--- src/shpp_pkg.sv ---
// Shared types and constants for the sparse histogram peak picker.
`default_nettype none

package shpp_pkg;

    // Result queue: a final item can produce two results in one cycle.
    localparam int FIFO_DEPTH = 4;
    localparam int PTR_W      = $clog2(FIFO_DEPTH);
    localparam int CNT_W      = $clog2(FIFO_DEPTH + 1);

    // Results written into the queue on one accepted request.
    typedef struct packed {
        logic first;
        logic second;
    } shpp_push_t;

endpackage : shpp_pkg

`default_nettype wire

--- src/shpp_decide.sv ---
// Held-item register, threshold register and the local maximum decision.
`default_nettype none

module shpp_decide
    import shpp_pkg::*;
#(
    parameter int INDEX_BITS = 20,
    parameter int AMP_BITS   = 24
)
(
    input  wire logic                  clk,
    input  wire logic                  rst_n,
    input  wire logic                  cfg_write,
    input  wire logic [AMP_BITS-1:0]   cfg_data,
    input  wire logic                  accept,
    input  wire logic [INDEX_BITS-1:0] row_index,
    input  wire logic [AMP_BITS-1:0]   amplitude,
    input  wire logic                  final_item,
    output shpp_push_t                 push,
    output logic [INDEX_BITS-1:0]      r0_row,
    output logic [AMP_BITS-1:0]        r0_amp,
    output logic                       r0_peak,
    output logic                       r0_last,
    output logic [INDEX_BITS-1:0]      r1_row,
    output logic [AMP_BITS-1:0]        r1_amp,
    output logic                       r1_peak
);

    logic [AMP_BITS-1:0]   threshold_reg;
    logic                  held_valid_reg;
    logic [INDEX_BITS-1:0] held_row_reg;
    logic [AMP_BITS-1:0]   held_amp_reg;
    logic                  held_beats_left_reg;

    logic                  held_valid_next;
    logic [INDEX_BITS-1:0] held_row_next;
    logic [AMP_BITS-1:0]   held_amp_next;
    logic                  held_beats_left_next;

    logic                  apart;
    logic                  held_peak;
    logic                  beats_left;
    logic                  new_peak;

    // Adjacency test in one extra bit so held row + 1 cannot wrap.
    assign apart = {1'b0, row_index} > ({1'b0, held_row_reg} + (INDEX_BITS + 1)'(1));

    assign held_peak = (held_amp_reg > threshold_reg) && held_beats_left_reg
                       && (apart || (held_amp_reg >= amplitude));
    assign beats_left = !held_valid_reg || apart || (amplitude >= held_amp_reg);
    assign new_peak   = (amplitude > threshold_reg) && beats_left;

    always_comb
    begin
        push.first  = accept && (held_valid_reg || final_item);
        push.second = accept && held_valid_reg && final_item;

        // First slot carries the held decision when there is one, else the final item.
        if (held_valid_reg)
        begin
            r0_row  = held_row_reg;
            r0_amp  = held_amp_reg;
            r0_peak = held_peak;
            r0_last = 1'b0;
        end
        else
        begin
            r0_row  = row_index;
            r0_amp  = amplitude;
            r0_peak = new_peak;
            r0_last = 1'b1;
        end
        r1_row  = row_index;
        r1_amp  = amplitude;
        r1_peak = new_peak;

        held_valid_next      = held_valid_reg;
        held_row_next        = held_row_reg;
        held_amp_next        = held_amp_reg;
        held_beats_left_next = held_beats_left_reg;
        if (accept)
        begin
            if (final_item)
            begin
                // Empty the holder at the end of a list.
                held_valid_next      = 1'b0;
                held_row_next        = '0;
                held_amp_next        = '0;
                held_beats_left_next = 1'b1;
            end
            else
            begin
                held_valid_next      = 1'b1;
                held_row_next        = row_index;
                held_amp_next        = amplitude;
                held_beats_left_next = beats_left;
            end
        end
    end

    always_ff @(posedge clk or negedge rst_n)
    begin
        if (!rst_n)
        begin
            threshold_reg       <= '0;
            held_valid_reg      <= 1'b0;
            held_row_reg        <= '0;
            held_amp_reg        <= '0;
            held_beats_left_reg <= 1'b1;
        end
        else
        begin
            if (cfg_write)
            begin
                threshold_reg <= cfg_data;
            end
            held_valid_reg      <= held_valid_next;
            held_row_reg        <= held_row_next;
            held_amp_reg        <= held_amp_next;
            held_beats_left_reg <= held_beats_left_next;
        end
    end

    a_final_empties: assert property (@(posedge clk) disable iff (!rst_n)
        (accept && final_item) |=> (!held_valid_reg && held_beats_left_reg))
        else $error("holder not emptied after final item");

    a_item_held: assert property (@(posedge clk) disable iff (!rst_n)
        (accept && !final_item) |=> (held_valid_reg && held_row_reg == $past(row_index)))
        else $error("non-final item not held");

    a_empty_clean: assert property (@(posedge clk) disable iff (!rst_n)
        !held_valid_reg |-> (held_beats_left_reg && held_row_reg == '0 && held_amp_reg == '0))
        else $error("empty holder carries stale state");

endmodule : shpp_decide

`default_nettype wire

--- src/shpp_out_fifo.sv ---
// Small result queue that takes up to two results per cycle and gives one.
`default_nettype none

module shpp_out_fifo
    import shpp_pkg::*;
#(
    parameter int INDEX_BITS = 20,
    parameter int AMP_BITS   = 24
)
(
    input  wire logic                  clk,
    input  wire logic                  rst_n,
    input  wire shpp_push_t            push,
    input  wire logic [INDEX_BITS-1:0] r0_row,
    input  wire logic [AMP_BITS-1:0]   r0_amp,
    input  wire logic                  r0_peak,
    input  wire logic                  r0_last,
    input  wire logic [INDEX_BITS-1:0] r1_row,
    input  wire logic [AMP_BITS-1:0]   r1_amp,
    input  wire logic                  r1_peak,
    input  wire logic                  pop,
    output logic                       full_for_two,
    output logic                       head_valid,
    output logic [INDEX_BITS-1:0]      head_row,
    output logic [AMP_BITS-1:0]        head_amp,
    output logic                       head_peak,
    output logic                       head_last
);

    logic [INDEX_BITS-1:0] row_mem  [FIFO_DEPTH];
    logic [AMP_BITS-1:0]   amp_mem  [FIFO_DEPTH];
    logic                  peak_mem [FIFO_DEPTH];
    logic                  last_mem [FIFO_DEPTH];

    logic [PTR_W-1:0] wr_ptr_reg;
    logic [PTR_W-1:0] rd_ptr_reg;
    logic [CNT_W-1:0] count_reg;
    logic [PTR_W-1:0] wr_ptr_next;
    logic [PTR_W-1:0] rd_ptr_next;
    logic [CNT_W-1:0] count_next;
    logic [PTR_W-1:0] wr_ptr_plus1;
    logic [CNT_W-1:0] push_count;
    logic             do_pop;

    // Power-of-two depth: pointers wrap on their own.
    assign wr_ptr_plus1 = wr_ptr_reg + PTR_W'(1);
    assign push_count   = CNT_W'(push.first) + CNT_W'(push.second);
    assign do_pop       = pop && (count_reg != '0);

    assign full_for_two = count_reg > CNT_W'(FIFO_DEPTH - 2);
    assign head_valid   = count_reg != '0;
    assign head_row     = row_mem[rd_ptr_reg];
    assign head_amp     = amp_mem[rd_ptr_reg];
    assign head_peak    = peak_mem[rd_ptr_reg];
    assign head_last    = last_mem[rd_ptr_reg];

    always_comb
    begin
        wr_ptr_next = wr_ptr_reg + push_count[PTR_W-1:0];
        rd_ptr_next = do_pop ? rd_ptr_reg + PTR_W'(1) : rd_ptr_reg;
        count_next  = count_reg + push_count - CNT_W'(do_pop);
    end

    always_ff @(posedge clk)
    begin
        if (push.first)
        begin
            row_mem[wr_ptr_reg]  <= r0_row;
            amp_mem[wr_ptr_reg]  <= r0_amp;
            peak_mem[wr_ptr_reg] <= r0_peak;
            last_mem[wr_ptr_reg] <= r0_last;
        end
        if (push.second)
        begin
            row_mem[wr_ptr_plus1]  <= r1_row;
            amp_mem[wr_ptr_plus1]  <= r1_amp;
            peak_mem[wr_ptr_plus1] <= r1_peak;
            last_mem[wr_ptr_plus1] <= 1'b1;
        end
    end

    always_ff @(posedge clk or negedge rst_n)
    begin
        if (!rst_n)
        begin
            wr_ptr_reg <= '0;
            rd_ptr_reg <= '0;
            count_reg  <= '0;
        end
        else
        begin
            wr_ptr_reg <= wr_ptr_next;
            rd_ptr_reg <= rd_ptr_next;
            count_reg  <= count_next;
        end
    end

    a_no_overflow: assert property (@(posedge clk) disable iff (!rst_n)
        count_reg <= CNT_W'(FIFO_DEPTH))
        else $error("result queue overflow");

    a_second_needs_first: assert property (@(posedge clk) disable iff (!rst_n)
        push.second |-> push.first)
        else $error("second result pushed without first");

    a_ptr_count: assert property (@(posedge clk) disable iff (!rst_n)
        (wr_ptr_reg - rd_ptr_reg) == count_reg[PTR_W-1:0])
        else $error("queue pointers disagree with count");

endmodule : shpp_out_fifo

`default_nettype wire

--- src/sparse_histogram_peak_picker_top.sv ---
// Top level of the sparse histogram peak picker.
`default_nettype none

// Takes one (row_index, amplitude, final_item) request per cycle while in_stall
// is low and emits one decision per cycle while out_stall is low, one item late:
// each item's result appears once its right neighbor has arrived, and a final
// item releases two results (held item and itself). Decisions are made in the
// same cycle the request is accepted and land in a 4-entry result queue at the
// accepting edge. in_stall rises while the queue holds three or more results,
// which only happens when the output side stalls; with the output always taking
// results the queue never holds more than two. The threshold write (cfg_data,
// Q16.8) is always ready and takes effect on the next request.
module sparse_histogram_peak_picker_top
    import shpp_pkg::*;
#(
    parameter int INDEX_BITS = 20,
    parameter int AMP_BITS   = 24
)
(
    input  wire logic                  clk,
    input  wire logic                  rst_n,
    input  wire logic                  cfg_valid,
    output logic                       cfg_ready,
    input  wire logic [AMP_BITS-1:0]   cfg_data,
    input  wire logic                  in_valid,
    output logic                       in_stall,
    input  wire logic [INDEX_BITS-1:0] row_index,
    input  wire logic [AMP_BITS-1:0]   amplitude,
    input  wire logic                  final_item,
    output logic                       out_valid,
    input  wire logic                  out_stall,
    output logic [INDEX_BITS-1:0]      peak_row,
    output logic [AMP_BITS-1:0]        peak_amplitude,
    output logic                       is_peak,
    output logic                       end_of_list
);

    shpp_push_t            push;
    logic                  accept;
    logic                  full_for_two;
    logic [INDEX_BITS-1:0] r0_row;
    logic [AMP_BITS-1:0]   r0_amp;
    logic                  r0_peak;
    logic                  r0_last;
    logic [INDEX_BITS-1:0] r1_row;
    logic [AMP_BITS-1:0]   r1_amp;
    logic                  r1_peak;

    assign cfg_ready = 1'b1;
    assign in_stall  = full_for_two;
    assign accept    = in_valid && !in_stall;

    shpp_decide #(
        .INDEX_BITS (INDEX_BITS),
        .AMP_BITS   (AMP_BITS)
    ) u_decide (
        .clk        (clk),
        .rst_n      (rst_n),
        .cfg_write  (cfg_valid && cfg_ready),
        .cfg_data   (cfg_data),
        .accept     (accept),
        .row_index  (row_index),
        .amplitude  (amplitude),
        .final_item (final_item),
        .push       (push),
        .r0_row     (r0_row),
        .r0_amp     (r0_amp),
        .r0_peak    (r0_peak),
        .r0_last    (r0_last),
        .r1_row     (r1_row),
        .r1_amp     (r1_amp),
        .r1_peak    (r1_peak)
    );

    shpp_out_fifo #(
        .INDEX_BITS (INDEX_BITS),
        .AMP_BITS   (AMP_BITS)
    ) u_out_fifo (
        .clk          (clk),
        .rst_n        (rst_n),
        .push         (push),
        .r0_row       (r0_row),
        .r0_amp       (r0_amp),
        .r0_peak      (r0_peak),
        .r0_last      (r0_last),
        .r1_row       (r1_row),
        .r1_amp       (r1_amp),
        .r1_peak      (r1_peak),
        .pop          (!out_stall),
        .full_for_two (full_for_two),
        .head_valid   (out_valid),
        .head_row     (peak_row),
        .head_amp     (peak_amplitude),
        .head_peak    (is_peak),
        .head_last    (end_of_list)
    );

endmodule : sparse_histogram_peak_picker_top

`default_nettype wire

--- config.mk ---
export PLATFORM = sky130hd
export DESIGN_NAME = sparse_histogram_peak_picker_top
export DESIGN_NICKNAME = d
export VERILOG_FILES = /design/src/shpp_pkg.sv /design/src/shpp_decide.sv /design/src/shpp_out_fifo.sv /design/src/sparse_histogram_peak_picker_top.sv
export SDC_FILE = /design/constraint.sdc
export NUM_CORES = 1
export LEC_CHECK = 0
export BUFFER_PORTS_ARGS = -buffer_cell sky130_fd_sc_hd__buf_2
export CAP_MARGIN = 20
export CELL_PAD_IN_SITES_DETAIL_PLACEMENT = 2
export CELL_PAD_IN_SITES_GLOBAL_PLACEMENT = 2
export CORE_AREA = 2 2 223 225
export DETAILED_ROUTE_END_ITERATION = 8
export DIE_AREA = 0 0 225 227
export PLACE_DENSITY_LB_ADDON = 0.1
export SLEW_MARGIN = 15
export SYNTH_ARGS = -nofsm -noshare
export SYNTH_HDL_FRONTEND = slang
export SYNTH_SLANG_ARGS = --single-unit
--- constraint.sdc ---
create_clock -name clk -period 8.05 [get_ports clk]
set_input_delay 0 -clock clk [delete_from_list [all_inputs] [get_ports clk]]
set_output_delay 0 -clock clk [all_outputs]
set_load 0.005 [all_outputs]
==> impl_metrics.yaml <==
run_status:
  status: "finished, final reports clean"
floorplanning:
  core_mm2: 0.0485
  die_h_um: 227
  die-area_mm2: 0.0511
  fp.dieW_um: 225
  io-pin-count: 123
  start_util: 0.298
  rows: 81
clocking:
  cts_tree: "built"
  cts.clk_slew.worst_paths_ps: 60
  cts_buffers: 35
  clock_latency_ps: 550
  cts-root-buf: "clkbuf_16"
  htree_levels: 2
  cts_setup_buffers: 0
  cts_max_path_buffers: 3
  clkSinkCount: 261
placed_design:
  dp_hpwl_um: 29600
  io_buffer_count: 121
  dp.cells: 1916
  routabilityCongestion: 0.726
  post_dp_cell_area_mm2: 0.0156
  place_ws_ps: 3960
timing:
  setup_violations: 0
  relSlewSlack: 0.344
  fin_crit_sh: 0.501
  hold_viol_final: 0
  worst_pin_slew_ps: 960
  min_period_ps: 4040
  finClkSkew_ps: 20.8
  max_freq_mhz: 248
  slew_viol_final: 0
  fin_setup_tns_ps: 0
  rsz0062_at_grt: "false"
  setup_ws_ps: 4010
global_routing:
  grt_pass1_vias: 11600
  grt_start_max_net_pins: 74
  grt_pass1_wl_um: 70900
  grt_overflow: 0
  grt_util_all_layers: 0.186
  antenna_found_initial: 0
cells_and_area:
  nets: 1577
  stdcell_count: 2051
  largest-register: "u_out_fifo.amp_mem"
  final_cell_mix: "214 x nand2_1, 180 x edfxtp_1, 126 x o21ai_0, 120 x buf_2, 99 x ha_1"
  final_common_cell: "nand2_1"
  syn2layout_area_growth_pct: 21.4
  antenna_cells: 0
  drive_above_1_share: 0.229
  fill_cells: 5080
  largest_register_ffs: 96
  reg_top3: "u_out_fifo.amp_mem (96), u_out_fifo.row_mem (80)"
  stdcell_area_mm2: 0.0175
drt:
  vias: 10400
  drc: 0
  ant_nets: 0
  viasPerCell: 5.08
  first_pass_iters: 4
  drtIter0Drc: 387
  routed_wl_um: 46400
  wl_per_cell_um: 22.6
worst_setup_path:
  r2r-start: "u_decide.held_row_reg[2]"
  crit_end: "u_out_fifo.peak_mem[2]"
  path_cells: "and4_1 -> and3_1 -> nand3_1 -> nor2_1 -> nand3_1 -> xor2_1 -> ha_1 -> nand3_1 -> nor2_1 -> or4_1 -> o211ai_1 -> a21oi_1 -> o31ai_2 -> a22oi_1"
  r2r_slack_ps: 4010
  crit_required_ps: 8310
  critPathMaxFanout: 10
  cpMostUsedCell: "nand3_1"
  cp-end-kind: "register"
  rr_endpoint: "u_out_fifo.peak_mem[2]"
  worst_setup_path_start_kind: "register"
  arrival_ps: 4300
  criticalPathCategory: "register to register"
  slowest_delay_ps: 540
  r2r_cells: 14
  cp_slowest_cell: "or4_1"
  crit_start: "u_decide.held_row_reg[2]"
hold_path:
  hp-class: "input port to register"
  worst_hold_path.num_cells: 3
logic_synthesis:
  synth.distinct_cells: 57
  yosys_warnings: 0
  synth-main-ff-cell: "edfxtp_1"
  syn-mean-instance-area_um2: 11.7
  seq_area_frac_synth: 0.513
  synth_edf_count: 180
  syn_nets: 1410
  synthArstFlopShare: 0.295
  ys_ff_latch: 261
  synth_cells: 1236
  synth_area_mm2: 0.0144
power:
  powerDensity_mw_per_mm2: 346
  ir_worst_vdd_uv: 126
  power_uw: 6070
  p_leak_uw: 0.00690
job:
  cap_viol_max_count: 0
-- synthesized netlist by cell type (5+ instances only) --
cell	instances	area share
nor2b_1	14	0.0061
nor2_1	25	0.0065
buf_4	6	0.0031
ha_1	99	0.086
nand2_1	215	0.056
a21o_1	7	0.0036
a21oi_1	38	0.013
nor3_1	9	0.0031
and4_1	6	0.0036
inv_1	59	0.015
o31ai_1	29	0.015
o211ai_1	5	0.0026
xnor2_1	9	0.0055
edfxtp_1	180	0.37
buf_2	21	0.0073
nand4_1	22	0.0095
buf_1	6	0.0016
mux4_2	46	0.072
o21ai_1	10	0.0035
nand3b_1	19	0.0099
mux2_2	59	0.046
mux2_4	19	0.020
nand3_1	22	0.0076
clkbuf_1	39	0.010
dfrtp_1	76	0.13
xor2_1	15	0.0091
o21ai_0	127	0.044
-- worst min-delay path by stage --
stage / from / endpoint / slack, ps
floorplan: rst_n / u_decide.held_amp_reg[0] / -300
global placement: rst_n / u_decide.threshold_reg[17] / -20
detailed placement: rst_n / u_decide.threshold_reg[17] / -20
CTS: cfg_valid / u_decide.threshold_reg[10] / 70
global route: cfg_valid / u_decide.threshold_reg[17] / 110
finish: cfg_valid / u_decide.threshold_reg[10] / 70
-- cell type report --
type,count,area (um2),area share
Tap cell,622,778,0.0444
Timing Repair Buffer,205,1430,0.0815
Clock inverter,14,145,0.00828
Multi-Input combinational cell,840,6520,0.372
Sequential cell,261,7420,0.423
Clock buffer,49,1020,0.0582
Inverter,60,225,0.0128
-- critical path, delay by kind of cell, from the launching register on --
family	cells	cell delay (ps)
AOI/OAI and AO/OA	4	900
xor gates and xnor gates	1	170
adders and majority gates	1	280
DFF	1	500
and+or+nand+nor	8	1880
-- metal layers --
metal  track usage  part of all wire
met5             0                 0
met4        0.0449             0.016
met3        0.0209             0.028
met2         0.343              0.52
met1         0.234              0.44
-- report_power, final --
group / internal (uW) / leakage, uW / switching, uW / total, uW
Combinational: 997 / 0.00368 / 1210 / 2210
Sequential: 1840 / 0.00264 / 426 / 2260
Clock: 980 / 0.000572 / 620 / 1600
-- metrics by stage --
stage | util | hold WS [ps]
floorplan | - | -296
global placement | 0.322 | -23.8
detailed placement | 0.322 | -18.0
CTS | 0.361 | 74.7
global route | 0.361 | 114
finish | 0.361 | 68.0
-- repair_timing --
action,CTS,global route
setup endpoints to repair,0,0
endpoints found under the hold margin,263,0
gates resized for setup,0,0
hold buffers,72,0
-- kinds of logic (layout without fill, tap and decap cells) --
| logic type | after synthesis | after routing | share of synthesized area |
|---|---|---|---|
| AO/OA/AOI/OAI | 237 | 237 | 0.0943 |
| AND/OR/NAND/NOR | 354 | 354 | 0.113 |
| adder cells (fa/ha/maj) | 100 | 100 | 0.0871 |
| multiplexers | 124 | 124 | 0.137 |
| other | 1 | 1 | 0.000260 |
| XOR/XNOR | 24 | 24 | 0.0145 |
| buffers and inverters | 135 | 328 | 0.0400 |
| flip-flops | 261 | 261 | 0.513 |
(Power assumes the default switching activity.)
